[src/rtl/cfr_pkg.sv]
// Shared types, codes and frame constants for the CO2 sensor frame reader.
// No dependencies; every other file in rtl/ imports this package.

package cfr_pkg;

    // Operation codes of an input beat
    localparam logic [1:0] OP_START = 2'd0;
    localparam logic [1:0] OP_RX    = 2'd1;
    localparam logic [1:0] OP_TICK  = 2'd2;
    localparam logic [1:0] OP_CAL   = 2'd3;

    // Result kinds
    localparam logic KIND_TX   = 1'b0;
    localparam logic KIND_DONE = 1'b1;

    // Reading status codes
    localparam logic [2:0] ST_OK        = 3'd0;
    localparam logic [2:0] ST_TIMEOUT   = 3'd1;
    localparam logic [2:0] ST_BAD_HDR   = 3'd2;
    localparam logic [2:0] ST_BAD_CSUM  = 3'd3;
    localparam logic [2:0] ST_RANGE     = 3'd4;

    // Configuration register indexes
    localparam logic [1:0] REG_AUTO_CAL = 2'd0;
    localparam logic [1:0] REG_TIMEOUT  = 2'd1;
    localparam logic [1:0] REG_PPM_LIM  = 2'd2;

    // Frame bytes
    localparam logic [7:0] FRM_START    = 8'hFF;
    localparam logic [7:0] FRM_ADDR     = 8'h01;
    localparam logic [7:0] CMD_READ     = 8'h86;
    localparam logic [7:0] CMD_CAL      = 8'h79;
    localparam logic [7:0] CAL_ON       = 8'hA0;
    localparam logic [7:0] CAL_OFF      = 8'h00;
    localparam int         FRAME_LEN    = 9;
    localparam logic [3:0] LAST_IDX     = 4'(FRAME_LEN - 1);

    // Register reset values
    localparam logic [9:0]  TIMEOUT_RST = 10'd200;
    localparam logic [15:0] PPM_LIM_RST = 16'd5000;

    typedef struct packed {
        logic [1:0] operation;
        logic [7:0] rx_byte;
    } t_in_item;

    typedef struct packed {
        logic        kind;
        logic [7:0]  tx_byte;
        logic        last;
        logic [15:0] ppm;
        logic [2:0]  status;
    } t_out_item;

    // Request from the reply tracker to the frame sequencer
    typedef struct packed {
        logic       start;
        logic [7:0] cmd;
        logic [7:0] arg;
    } t_frm_req;

    // One transmit byte offered by the frame sequencer
    typedef struct packed {
        logic       valid;
        logic [7:0] tx_byte;
        logic       last;
    } t_frm_beat;

    // Finished-reading result from the reply tracker
    typedef struct packed {
        logic      valid;
        t_out_item item;
    } t_trk_res;

endpackage

[src/rtl/cfr_tracker.sv]
// Reply tracker: request decode, reply byte checks, tick timeout.
// Depends on cfr_pkg.

module cfr_tracker (
    input  logic              i_clk,
    input  logic              i_rst_n,
    input  logic              i_accept,
    input  cfr_pkg::t_in_item i_item,
    input  logic              i_auto_cal,
    input  logic [9:0]        i_timeout,
    input  logic [15:0]       i_ppm_limit,
    output cfr_pkg::t_frm_req o_req,
    output cfr_pkg::t_trk_res o_res
);
    import cfr_pkg::*;

    logic       r_awaiting, n_awaiting;
    logic [3:0] r_count,    n_count;
    logic [9:0] r_elapsed,  n_elapsed;
    logic [7:0] r_sum,      n_sum;
    logic       r_hdr_ok,   n_hdr_ok;
    logic [7:0] r_val_hi,   n_val_hi;
    logic [7:0] r_val_lo,   n_val_lo;

    logic [15:0] value;
    logic [7:0]  expect_cs;
    logic [2:0]  status;

    assign value     = {r_val_hi, r_val_lo};
    assign expect_cs = 8'h00 - r_sum;

    // Fault priority: header, checksum, range
    always_comb begin
        priority if (!r_hdr_ok) begin
            status = ST_BAD_HDR;
        end else if (expect_cs != i_item.rx_byte) begin
            status = ST_BAD_CSUM;
        end else if (value > i_ppm_limit) begin
            status = ST_RANGE;
        end else begin
            status = ST_OK;
        end
    end

    // Next state and outputs for one accepted beat
    always_comb begin
        n_awaiting = r_awaiting;
        n_count    = r_count;
        n_elapsed  = r_elapsed;
        n_sum      = r_sum;
        n_hdr_ok   = r_hdr_ok;
        n_val_hi   = r_val_hi;
        n_val_lo   = r_val_lo;
        o_req      = '0;
        o_res      = '0;
        if (i_accept) begin
            unique case (i_item.operation)
                OP_START: begin
                    if (!r_awaiting) begin
                        n_awaiting = 1'b1;
                        n_count    = '0;
                        n_elapsed  = '0;
                        n_sum      = '0;
                        n_hdr_ok   = 1'b1;
                        n_val_hi   = '0;
                        n_val_lo   = '0;
                        o_req.start = 1'b1;
                        o_req.cmd   = CMD_READ;
                        o_req.arg   = CAL_OFF;
                    end
                end
                OP_CAL: begin
                    o_req.start = 1'b1;
                    o_req.cmd   = CMD_CAL;
                    o_req.arg   = i_auto_cal ? CAL_ON : CAL_OFF;
                end
                OP_TICK: begin
                    if (r_awaiting) begin
                        if (r_elapsed >= i_timeout) begin
                            n_awaiting = 1'b0;
                            n_count    = '0;
                            n_elapsed  = '0;
                            n_sum      = '0;
                            n_hdr_ok   = 1'b1;
                            n_val_hi   = '0;
                            n_val_lo   = '0;
                            o_res.valid       = 1'b1;
                            o_res.item.kind   = KIND_DONE;
                            o_res.item.status = ST_TIMEOUT;
                        end else begin
                            n_elapsed = r_elapsed + 10'd1;
                        end
                    end
                end
                OP_RX: begin
                    if (r_awaiting) begin
                        if (r_count == 4'd0) begin
                            if (i_item.rx_byte != FRM_START) n_hdr_ok = 1'b0;
                            n_count = r_count + 4'd1;
                        end else if (r_count < LAST_IDX) begin
                            if (r_count == 4'd1 && i_item.rx_byte != CMD_READ) begin
                                n_hdr_ok = 1'b0;
                            end
                            if (r_count == 4'd2) n_val_hi = i_item.rx_byte;
                            if (r_count == 4'd3) n_val_lo = i_item.rx_byte;
                            n_sum   = r_sum + i_item.rx_byte;
                            n_count = r_count + 4'd1;
                        end else begin
                            n_awaiting = 1'b0;
                            n_count    = '0;
                            n_elapsed  = '0;
                            n_sum      = '0;
                            n_hdr_ok   = 1'b1;
                            n_val_hi   = '0;
                            n_val_lo   = '0;
                            o_res.valid       = 1'b1;
                            o_res.item.kind   = KIND_DONE;
                            o_res.item.status = status;
                            o_res.item.ppm    = (status == ST_OK) ? value : 16'd0;
                        end
                    end
                end
                default: ;
            endcase
        end
    end

    always_ff @(posedge i_clk) begin
        if (!i_rst_n) begin
            r_awaiting <= 1'b0;
            r_count    <= '0;
            r_elapsed  <= '0;
            r_sum      <= '0;
            r_hdr_ok   <= 1'b1;
            r_val_hi   <= '0;
            r_val_lo   <= '0;
        end else begin
            r_awaiting <= n_awaiting;
            r_count    <= n_count;
            r_elapsed  <= n_elapsed;
            r_sum      <= n_sum;
            r_hdr_ok   <= n_hdr_ok;
            r_val_hi   <= n_val_hi;
            r_val_lo   <= n_val_lo;
        end
    end

endmodule

[src/rtl/cfr_framer.sv]
// Command frame sequencer: offers the nine bytes of a command, one per beat.
// Depends on cfr_pkg.

module cfr_framer (
    input  logic               i_clk,
    input  logic               i_rst_n,
    input  cfr_pkg::t_frm_req  i_req,
    input  logic               i_advance,
    output cfr_pkg::t_frm_beat o_beat
);
    import cfr_pkg::*;

    logic       r_active, n_active;
    logic [3:0] r_idx,    n_idx;
    logic [7:0] r_cmd,    n_cmd;
    logic [7:0] r_arg,    n_arg;
    logic [7:0] csum;
    logic [7:0] byte_sel;

    // Two's complement of bytes 1..7 (only address, command and argument are non-zero)
    assign csum = 8'h00 - (FRM_ADDR + r_cmd + r_arg);

    always_comb begin
        unique case (r_idx)
            4'd0:    byte_sel = FRM_START;
            4'd1:    byte_sel = FRM_ADDR;
            4'd2:    byte_sel = r_cmd;
            4'd3:    byte_sel = r_arg;
            LAST_IDX: byte_sel = csum;
            default: byte_sel = 8'h00;
        endcase
    end

    assign o_beat.valid   = r_active;
    assign o_beat.tx_byte = byte_sel;
    assign o_beat.last    = (r_idx == LAST_IDX);

    // Index advances on each beat taken by the output register
    always_comb begin
        n_active = r_active;
        n_idx    = r_idx;
        n_cmd    = r_cmd;
        n_arg    = r_arg;
        if (i_req.start) begin
            n_active = 1'b1;
            n_idx    = '0;
            n_cmd    = i_req.cmd;
            n_arg    = i_req.arg;
        end else if (r_active && i_advance) begin
            if (r_idx == LAST_IDX) begin
                n_active = 1'b0;
                n_idx    = '0;
            end else begin
                n_idx = r_idx + 4'd1;
            end
        end
    end

    always_ff @(posedge i_clk) begin
        if (!i_rst_n) begin
            r_active <= 1'b0;
            r_idx    <= '0;
        end else begin
            r_active <= n_active;
            r_idx    <= n_idx;
        end
    end

    always_ff @(posedge i_clk) begin
        r_cmd <= n_cmd;
        r_arg <= n_arg;
    end

endmodule

[src/rtl/co2_sensor_frame_reader.sv]
// CO2 sensor frame reader top level: config registers, output register.
// Depends on cfr_pkg, cfr_tracker, cfr_framer.
// A finished-reading result is registered in the cycle after its beat is accepted;
// the first frame byte passes the framer and output registers, then one byte per
// cycle unless stalled. Throughput: one beat per cycle while the output is free,
// but a command request holds the input for its nine beats. Reset is synchronous.

module co2_sensor_frame_reader (
    input  logic               i_clk,
    input  logic               i_rst_n,
    input  logic               i_in_valid,
    input  cfr_pkg::t_in_item  i_in_data,
    output logic               o_in_stall,
    output logic               o_out_valid,
    output cfr_pkg::t_out_item o_out_data,
    input  logic               i_out_stall,
    input  logic               i_cfg_we,
    input  logic [1:0]         i_cfg_idx,
    input  logic [15:0]        i_cfg_data
);
    import cfr_pkg::*;

    logic        r_auto_cal;
    logic [9:0]  r_timeout;
    logic [15:0] r_ppm_lim;
    logic        r_out_valid, n_out_valid;
    t_out_item   r_out, n_out;

    logic      out_free;
    logic      in_accept;
    t_frm_req  req;
    t_trk_res  res;
    t_frm_beat beat;

    assign out_free   = !r_out_valid || !i_out_stall;
    assign o_in_stall = beat.valid || !out_free;
    assign in_accept  = i_in_valid && !o_in_stall;

    // Configuration writes
    always_ff @(posedge i_clk) begin
        if (!i_rst_n) begin
            r_auto_cal <= 1'b0;
            r_timeout  <= TIMEOUT_RST;
            r_ppm_lim  <= PPM_LIM_RST;
        end else if (i_cfg_we) begin
            unique case (i_cfg_idx)
                REG_AUTO_CAL: r_auto_cal <= i_cfg_data[0];
                REG_TIMEOUT:  r_timeout  <= i_cfg_data[9:0];
                REG_PPM_LIM:  r_ppm_lim  <= i_cfg_data;
                default: ;
            endcase
        end
    end

    cfr_tracker u_tracker (
        .i_clk       (i_clk),
        .i_rst_n     (i_rst_n),
        .i_accept    (in_accept),
        .i_item      (i_in_data),
        .i_auto_cal  (r_auto_cal),
        .i_timeout   (r_timeout),
        .i_ppm_limit (r_ppm_lim),
        .o_req       (req),
        .o_res       (res)
    );

    cfr_framer u_framer (
        .i_clk     (i_clk),
        .i_rst_n   (i_rst_n),
        .i_req     (req),
        .i_advance (out_free),
        .o_beat    (beat)
    );

    // Output register: frame bytes or a finished-reading result
    always_comb begin
        n_out_valid = r_out_valid;
        n_out       = r_out;
        if (out_free) begin
            if (beat.valid) begin
                n_out_valid     = 1'b1;
                n_out           = '0;
                n_out.kind      = KIND_TX;
                n_out.tx_byte   = beat.tx_byte;
                n_out.last      = beat.last;
            end else if (res.valid) begin
                n_out_valid = 1'b1;
                n_out       = res.item;
            end else begin
                n_out_valid = 1'b0;
            end
        end
    end

    always_ff @(posedge i_clk) begin
        if (!i_rst_n) begin
            r_out_valid <= 1'b0;
        end else begin
            r_out_valid <= n_out_valid;
        end
    end

    always_ff @(posedge i_clk) begin
        r_out <= n_out;
    end

    assign o_out_valid = r_out_valid;
    assign o_out_data  = r_out;

endmodule
[config.mk]
export PLATFORM = sky130hd
export DESIGN_NAME = co2_sensor_frame_reader
export DESIGN_NICKNAME = d
export VERILOG_FILES = /design/src/rtl/cfr_pkg.sv /design/src/rtl/cfr_tracker.sv /design/src/rtl/cfr_framer.sv /design/src/rtl/co2_sensor_frame_reader.sv
export SDC_FILE = /design/constraint.sdc
export NUM_CORES = 1
export LEC_CHECK = 0
export ABC_AREA = 0
export BUFFER_PORTS_ARGS = -buffer_cell sky130_fd_sc_hd__buf_2
export CORE_MARGIN = 1.5
export CORE_UTILIZATION = 40
export CTS_BUF_LIST = sky130_fd_sc_hd__clkbuf_2
export DETAILED_ROUTE_END_ITERATION = 12
export SYNTH_ARGS = -nofsm -noshare
export SYNTH_HDL_FRONTEND = slang
export SYNTH_SLANG_ARGS = --single-unit
[constraint.sdc]
create_clock -name i_clk -period 7.1 [get_ports i_clk]
set_input_delay 1.42 -clock i_clk [delete_from_list [all_inputs] [get_ports i_clk]]
set_output_delay 1.42 -clock i_clk [all_outputs]
set_load 0.005 [all_outputs]
==> results_dict.tcl, run 1 <==
set metrics [dict create \
    cts_setup_buffers 0 \
    yosys.area.top_type "dfxtp_1" \
    synthArstFlopShare_pct 0 \
    hold_path.class "register to register" \
    finClkSkew_ns 0.0309 \
    wl_um 13400 \
    crit_fanout 6 \
    fin_crit_ns 3.36 \
    grt_usage_pct 18.6 \
    place_congestion 0.854 \
    grt.overflow.total 0 \
    status "completed" \
    insertion_delay_ns 0.61 \
    cp_num_buf_inv 3 \
    drive_gt1_share_pct 13.8 \
    cts_htree_levels 3 \
    fmax_mhz 298 \
    synth_most_common_cell "nand2_1" \
    synth_area_per_cell_um2 8.99 \
    grt_pass1_wl_um 21800 \
    synth_area_um2 5810 \
    ys_dominant_reg_cell "dfxtp_1" \
    wire_per_inst_um 15.1 \
    synth-seq-cells 104 \
    cap_violations 0 \
    cts_buffer_depth 2 \
    worstSetupEndpointType "primary output" \
    vias 4674 \
    final_hold_viol_count 0 \
    tritoncts "yes" \
    rows 43 \
    cpLargestDelayFamily "buffers and inverters" \
    hpwl_um 10300 \
    p_per_area_nw_per_um2 165 \
    num-nets-final 786 \
    p_leak_nw 2.61 \
    grt_pass1_vias 4438 \
    finalSetupTns_ns 0 \
    slew_headroom_pct 22.9 \
    area_growth_pct 9.63 \
    initial_core_util_pct 41.4 \
    drc 0 \
    tightest_slew_ns 1.15 \
    dieArea_um2 15300 \
    synthCells 646 \
    pin_count 64 \
    routed_via_density 5.28 \
    slowest_delay_ns 0.22 \
    fp.dieH_um 124 \
    clock-sinks 104 \
    cp_slowest_cell "a21oi_4" \
    setup_viol 0 \
    cts_hold_buf 0 \
    core_area_um2 14000 \
    clkTransAtPathRegs_ns 0.26 \
    ys_top_cells_by_area "dfxtp_1 (25%), edfxtp_1 (16%), ha_1 (11%)" \
    syn-num-nets 732 \
    antenna_found_initial 0 \
    synth_cell_types 65 \
    start_kind "input port" \
    arrival_ns 1.94 \
    critPathRequiredTime_ns 5.68 \
    synth_edf_count 31 \
    drtPass1Iterations 5 \
    crit_top_cell "buf_2" \
    yosys_warnings 0 \
    die_w_um 124 \
    final_antenna_net_count 0 \
    synth-seq-area-share_pct 41.2 \
    place_ws_ns 3.24 \
    drt-initial-drc-count 237 \
    period_share_pct 47.3 \
    finalMaxSlewViolations 0 \
    ctsResizeCount 0 \
    synth_common_cells "nand2_1 (87), dfxtp_1 (73), a21oi_1 (69)" \
    ir_drop_v 0.0000608 \
    rsz0062_at_grt "false" \
    crit_chain "buf_2 -> a21oi_4 -> inv_1 -> buf_2" \
    port_buffers 63 \
    grt_max_degree 48 \
    whs_ns 0.476 \
    clockRootBuffer "clkbuf_2" \
    cts-buffers-inserted 9 \
    worstSetupPathType "input port to primary output" \
    setup_ws_ns 3.74 \
    nFillCells 1362 \
    synth_top_area_share_pct 25.2 \
]
worst paths after layout:
| check | from | end | slack (ns) | depth (start not counted) |
|---|---|---|---|---|
| max | i_out_stall | o_in_stall | 3.74 | 4 |
| min | r_ppm_lim[11]$_SDFFE_PN0P_ | r_ppm_lim[11]$_SDFFE_PN0P_ | 0.48 | 2 |
| max reg2reg | u_tracker.r_elapsed[0]$_SDFFE_PN0P_ | o_out_data[12]$_SDFFCE_PP0P_ | 3.88 | 8 |
| min reg2reg | r_ppm_lim[11]$_SDFFE_PN0P_ | r_ppm_lim[11]$_SDFFE_PN0P_ | 0.48 | 2 |
power by group:
group / leakage [nW] / internal [mW] / switching [mW] / total, mW
logic: 1.62 / 0.0462 / 0.0854 / 0.132
clock network: 0.0723 / 0.0842 / 0.197 / 0.281
registers: 0.913 / 0.628 / 0.0109 / 0.639
total: 2.61 / 0.758 / 0.293 / 1.05
worst register-to-register path, stage by stage (launching register included):
cell	delay, ns
dfxtp_1	0.50
inv_1	0.07
ha_1	0.26
nand2b_1	0.14
a211oi_1	0.30
o21ai_0	0.15
a211o_1	0.31
a21oi_1	0.27
nand2_1	0.73
flip-flops by register name, summed over array words and instances (netlist names):
register	cells
o_out_data	28
o_out_valid	1
r_auto_cal	1
r_ppm_lim	16
r_timeout	10
u_framer.r_active	1
u_framer.r_arg	1
u_framer.r_cmd	2
u_framer.r_idx	4
u_tracker.r_awaiting	1
u_tracker.r_count	4
u_tracker.r_elapsed	10
u_tracker.r_hdr_ok	1
u_tracker.r_sum	8
u_tracker.r_val_hi	8
u_tracker.r_val_lo	8
per-stage QoR:
step	power [mW]	cells	utilization [%]	cell area, um^2
after CTS	1.06	885	45.3	6370
after detailed placement	0.782	869	44.6	6260
final	1.05	886	45.4	6370
after floorplan	0.738	646	-	5810
after global placement	0.778	869	44.6	6260
after global routing	1.10	885	45.3	6370
cells by family (layout without fill, tap and decap cells):
| family | after synthesis | in the layout | synth area share [%] |
|---|---|---|---|
| compound gates | 150 | 150 | 16.2 |
| flops | 104 | 104 | 41.2 |
| fa+ha+maj | 53 | 53 | 11.5 |
| xor+xnor | 27 | 27 | 4.07 |
| mux | 3 | 3 | 0.517 |
| simple gates | 237 | 237 | 21.5 |
| other cells | 0 | 1 | 0 |
| buf+inv | 72 | 131 | 5.06 |
cell type report:
type / count / area [um^2] / share of cell area [%]
inverters: 51 / 191 / 3.01
repair buffers: 64 / 323 / 5.07
diodes: 1 / 2.50 / 0.0393
flip-flops and latches: 104 / 2390 / 37.6
multi-input cells: 470 / 3120 / 49.0
clock inverters: 5 / 56.3 / 0.884
well taps: 180 / 225 / 3.54
clock buffers: 11 / 55.1 / 0.864
metal layers:
metal	vias up	track usage (%)	wire length [um]
met4	0	7.76	363
li1	2367	-	-
met1	2193	24.1	6320
met3	31	3.78	489
met5	-	0	0
met2	83	30.2	6250
placed cells by master (no fill, tap or decap), types with 3 or more instances in the layout:
master    instances
nor4_4            4
nand4_1          10
dfxtp_1          73
o211ai_1         12
o21ai_0           9
ha_1             52
nor2_1           37
nor2b_1           7
nand2b_1          3
clkbuf_2         11
or4_1             3
nand2_1          87
a211oi_1          4
and3b_1           3
a21oi_1          69
and2_1           28
a21o_1            6
o21ai_1          25
xnor2_1          15
nand4b_1          3
nand3_1          17
inv_1            50
edfxtp_1         31
xor2_1           12
nor3_1           11
and3_1            3
buf_2            63
mux2i_1           3
or3_1             5
Power figures use the tool's default switching activity.
==> inputs of run 2 (changes only) <==
Clock period 7.1 ns to 3 ns, I/O delays scaled along.
==> run 2 against run 1 <==
Via count down 0.11%. Cell count up 0.79%. Critical endpoint is now o_out_data[1]$_SDFFCE_PP0P_. Die area unchanged. Sequential cell count unchanged. Setup slack worse by 3.3 ns. Global-route usage up 0.34 points. Highest routed layer unchanged.
==> results_dict.tcl, run 2 (synthesized netlist as in run 1, its figures left out) <==
set metrics [dict create \
    hpwl_um 10400 \
    r2r_end "o_out_data[1]$_SDFFCE_PP0P_" \
    grt.overflow.total 0 \
    finalMaxSlewViolations 0 \
    clock-sinks 104 \
    slowest_delay_ns 0.43 \
    swShare_pct 27.2 \
    num-nets-final 794 \
    crit_top_cell "inv_1" \
    port_buffers 63 \
    mostFrequentLayoutCell "nand2_1" \
    cpLargestDelayFamily "simple AND/OR/NAND/NOR gates" \
    drtPass1Iterations 4 \
    wl_met3_um 420 \
    worstSetupPathType "register to register" \
    drt-met1-wl_um 6440 \
    place_congestion 0.842 \
    antenna_found_initial 0 \
    regToRegSetupSlack_ns 0.45 \
    start_kind "register" \
    hold_start "i_cfg_data[15]" \
    power.total_mw 2.60 \
    met2WireLength_um 6460 \
    grt_max_degree 30 \
    tightest_slew_ns 0.930 \
    fmax_mhz 392 \
    final_antenna_net_count 0 \
    cts_hold_buf 0 \
    hold_path.class "input port to register" \
    grt_pass1_wl_um 22100 \
    area_growth_pct 11.3 \
    intPower_mw 1.90 \
    dieArea_um2 15300 \
    rsz0062_at_grt "false" \
    pwr-share-comb_pct 12.6 \
    cts-buffers-inserted 9 \
    num_antenna_cells 0 \
    period_share_pct 85.1 \
    status "completed" \
    final_hold_viol_count 0 \
    arrival_ns 2.96 \
    cap_violations 0 \
    crit_chain "inv_1 -> ha_1 -> or3b_1 -> or4_1 -> and4_1 -> o211ai_1 -> inv_1 -> a211oi_1" \
    finalSetupTns_ns 0 \
    fp.dieH_um 124 \
    reg2reg_depth 8 \
    wl_um 13600 \
    drc 0 \
    pwr-share-seq_pct 57.9 \
    cts_htree_levels 3 \
    clockRootBuffer "clkbuf_2" \
    drt-initial-drc-count 265 \
    insertion_delay_ns 0.63 \
    highest-signal-layer "met4" \
    pin_count 64 \
    cp_slowest_cell "dfxtp_1" \
    ctsResizeCount 0 \
    slew_headroom_pct 37.8 \
    die_w_um 124 \
    routed_via_density 5.23 \
    worstSetupEndpointType "register" \
    initial_core_util_pct 41.4 \
    p_leak_nw 2.67 \
    wire_per_inst_um 15.2 \
    clkTransAtPathRegs_ns 0.28 \
    nFillCells 1368 \
    crit_fanout 6 \
    p_per_area_nw_per_um2 403 \
    tritoncts "yes" \
    drive_gt1_share_pct 14.7 \
    hold_depth 3 \
    fin_crit_ns 2.55 \
    cp_num_buf_inv 2 \
    fin_util_pct 46.0 \
    clkPwrFrac_pct 29.5 \
    cts_setup_buffers 0 \
    setup_viol 0 \
    grt_pass1_vias 4497 \
    largest_reg_flops 28 \
    mostFrequentLayoutCells "nand2_1 (87), dfxtp_1 (73), a21oi_1 (69)" \
    r2r-start "u_tracker.r_sum[1]$_SDFFE_PN0P_" \
    grt_usage_pct 18.9 \
    holdPathEnd "r_ppm_lim[15]$_SDFFE_PN0P_" \
    cts_buffer_depth 2 \
    finClkSkew_ns 0.0369 \
    core_area_um2 14000 \
    ir_drop_v 0.000157 \
    vias 4669 \
    p_sw_uw 709 \
    critPathRequiredTime_ns 3.41 \
    rows 43 \
]
## run 2: changes by cell type in the layout (fill, tap and decap cells not counted), sizes merged
cell	previous run	this run
clkinvlp	1	0
diode	1	0
clkinv	3	1
buf	64	72
inv	51	52
clkbuf	11	12
bufinv	1	2
## run 2: layer usage
layer,up-vias,GRT usage [%]
met4,0,8.62
met1,2183,24.4
met3,20,2.91
li1,2387,-
met2,79,31.3
met5,-,0
## run 2: final cells by class
cell class / instances / area, um^2 / area share [%]
well taps: 180 / 225 / 3.48
inverters: 51 / 191 / 2.96
repair buffers: 72 / 395 / 6.11
multi-input cells: 470 / 3120 / 48.3
flip-flops and latches: 104 / 2390 / 37.0
clock inverters: 4 / 77.6 / 1.20
clock buffers: 12 / 60.1 / 0.929
## run 2: how the worst max path moves through the flow
stage	cells past startpoint	start	endpoint
after detailed placement	10	i_in_data[9]	u_tracker.r_sum[6]$_SDFFE_PN0P_
after floorplan	8	u_tracker.r_elapsed[0]$_SDFFE_PN0P_	o_out_data[0]$_SDFFCE_PP0P_
after CTS	8	u_tracker.r_sum[1]$_SDFFE_PN0P_	o_out_data[1]$_SDFFCE_PP0P_
after global placement	10	i_in_data[9]	u_tracker.r_sum[6]$_SDFFE_PN0P_
final	8	u_tracker.r_sum[1]$_SDFFE_PN0P_	o_out_data[1]$_SDFFCE_PP0P_
after global routing	8	u_tracker.r_elapsed[7]$_SDFFE_PN0P_	u_tracker.r_val_hi[6]$_SDFFE_PN0P_
## run 2: stage by stage
step                      hold slack, ns  area, um^2  std cells  setup WS, ns
after floorplan                    0.436        5810        646         0.348
after global placement             0.446        6330        877         0.333
after detailed placement           0.448        6330        877         0.265
after CTS                          0.127        6470        893         0.417
after global routing               0.135        6470        893         0.269
final                              0.176        6470        893         0.446
## run 2: power groups by stage
stage               registers [mW]  clock network [mW]  logic, mW
detailed placement            1.54                   0      0.327
global placement              1.54                   0      0.318
CTS                           1.51               0.791      0.329
global route                  1.51               0.839      0.368
floorplan                     1.53                   0      0.215
finish                        1.51               0.768      0.328
## run 2: tightest hold or removal path: cells and delay by family
| family | cells | cell delay (ns) |
|---|---|---|
| buffers and inverters | 1 | 0.09 |
| AND/OR/NAND/NOR | 1 | 0.05 |
| AO/OA/AOI/OAI | 1 | 0.05 |
==> inputs of run 3 (changes only) <==
Settings changed: RECOVER_POWER set to 50.
==> run 3 against run 2 <==
Setup slack got worse by 0.12 ns. Wire length fell by 0.10%. Worst hold slack barely moved. Cell count did not move. Fmax fell by 4.5%. Clock skew fell by 0.0016 ns. Total power fell by 0.22%. Utilization fell by 0.34 points. Combinational power fell by 2%. First-iteration DRC count rose by 7.2%. Clock power barely moved. Non-clock buffer count did not move. Critical endpoint is now u_tracker.r_val_hi[6]$_SDFFE_PN0P_. Highest routed layer unchanged.
==> results_dict.tcl, run 3 (synthesized netlist as in run 1, its figures left out) <==
set metrics [dict create \
    status "completed" \
    fin_util_pct 45.7 \
    period_share_pct 89.1 \
    grt_pass1_wl_um 22100 \
    area_growth_pct 10.5 \
    cts_setup_buffers 0 \
    tritoncts "yes" \
    p_leak_nw 2.58 \
    insertion_delay_ns 0.63 \
    place_ws_ns 0.265 \
    hold_depth 3 \
    fp.dieH_um 124 \
    antenna_found_initial 0 \
    crit_fanout 25 \
    hold_path.class "input port to register" \
    p_per_area_nw_per_um2 405 \
    die_w_um 124 \
    worstSetupEndpointType "register" \
    num_antenna_cells 0 \
    grt_max_degree 30 \
    largest_reg_flops 28 \
    pin_count 64 \
    reg2reg_depth 7 \
    mostFrequentLayoutCell "nand2_1" \
    crit_chain "a21oi_1 -> nand2_1 -> or3_1 -> or3_1 -> buf_4 -> o21ai_1 -> a21oi_1" \
    rows 43 \
    drive_gt1_share_pct 10.9 \
    cts_buffer_depth 2 \
    clockRootBuffer "clkbuf_2" \
    dieArea_um2 15300 \
    routed_via_density 5.23 \
    intPower_mw 1.89 \
    critPathRequiredTime_ns 3.45 \
    tightest_slew_ns 1.39 \
    port_buffers 63 \
    wire_per_inst_um 15.2 \
    setup_viol 0 \
    ctsResizeCount 0 \
    clkPwrFrac_pct 29.6 \
    critical_path_depth 7 \
    vias 4672 \
    arrival_ns 3.12 \
    drc 0 \
    pwr-share-seq_pct 58.0 \
    power.total_mw 2.60 \
    ir_drop_v 0.000156 \
    final_cell_count_no_fill 893 \
    swShare_pct 27.2 \
    cp_slowest_cell "or3_1" \
    p_sw_uw 707 \
    slew_headroom_pct 7.44 \
    finalMaxSlewViolations 0 \
    drtPass1Iterations 4 \
    cts_hold_buf 0 \
    clock-sinks 104 \
    cp_num_buf_inv 1 \
    cpLargestDelayFamily "simple AND/OR/NAND/NOR gates" \
    worstSetupPathType "register to register" \
    cts_htree_levels 3 \
    placed_cells 877 \
    wl_um 13600 \
    fin_crit_ns 2.67 \
    grt_usage_pct 18.9 \
    setup_ws_ns 0.326 \
    grt.overflow.total 0 \
    initial_core_util_pct 41.4 \
    num-nets-final 794 \
    clkTransAtPathRegs_ns 0.28 \
    place_congestion 0.842 \
    hpwl_um 10400 \
    core_area_um2 14000 \
    pwr-share-comb_pct 12.4 \
    finalSetupTns_ns 0 \
    mostFrequentLayoutCells "nand2_1 (88), dfxtp_1 (73), a21oi_1 (70)" \
    grt_pass1_vias 4497 \
    drt-initial-drc-count 284 \
    fmax_mhz 374 \
    final_antenna_net_count 0 \
    rsz0062_at_grt "false" \
    start_kind "register" \
    slowest_delay_ns 0.56 \
    cap_violations 0 \
    finClkSkew_ns 0.0353 \
    final_hold_viol_count 0 \
    cts-buffers-inserted 9 \
]
[run 3: power groups by stage]
stage / registers [mW] / clock network [mW] / logic [mW]
after floorplan: 1.53 / 0 / 0.215
after global placement: 1.54 / 0 / 0.318
after detailed placement: 1.54 / 0 / 0.327
after CTS: 1.51 / 0.791 / 0.329
after global routing: 1.51 / 0.839 / 0.363
final: 1.51 / 0.768 / 0.322
[run 3: final cells by class]
type	count	area [um^2]
Fill cell	1382	7620
Multi-Input combinational cell	470	3110
Sequential cell	104	2390
Timing Repair Buffer	72	362
Tap cell	180	225
Inverter	51	191
Clock inverter	4	77.6
Clock buffer	12	60.1
[run 3: tightest hold or removal path, cell delays in order]
cell and delay [ns]:
buf_2 0.09, nand2_1 0.05, a21oi_1 0.05
[run 3: through the flow]
stage / hold slack (ns) / instance area (um^2)
finish: 0.176 / 6420
global placement: 0.446 / 6330
CTS: 0.127 / 6470
floorplan: 0.436 / 5810
detailed placement: 0.448 / 6330
global route: 0.135 / 6420
[run 3: per-layer routing]
metal / track usage [%] / part of all wire, % / vias to the layer above
met5: 0 / 0 / -
met4: 8.62 / 2.2 / 0
met3: 2.91 / 3.4 / 21
met2: 31.3 / 48 / 77
met1: 24.4 / 47 / 2188
li1: - / - / 2386
[run 3: worst paths after layout]
kind                                  start                                 end  slack (ns)
max          u_framer.r_active$_SDFFE_PN0P_  u_tracker.r_val_hi[6]$_SDFFE_PN0P_        0.33
min reg2reg       r_ppm_lim[4]$_SDFFE_PN0P_           r_ppm_lim[4]$_SDFFE_PN0P_        0.47
max reg2reg  u_framer.r_active$_SDFFE_PN0P_  u_tracker.r_val_hi[6]$_SDFFE_PN0P_        0.33
min                          i_cfg_data[15]          r_ppm_lim[15]$_SDFFE_PN0P_        0.18
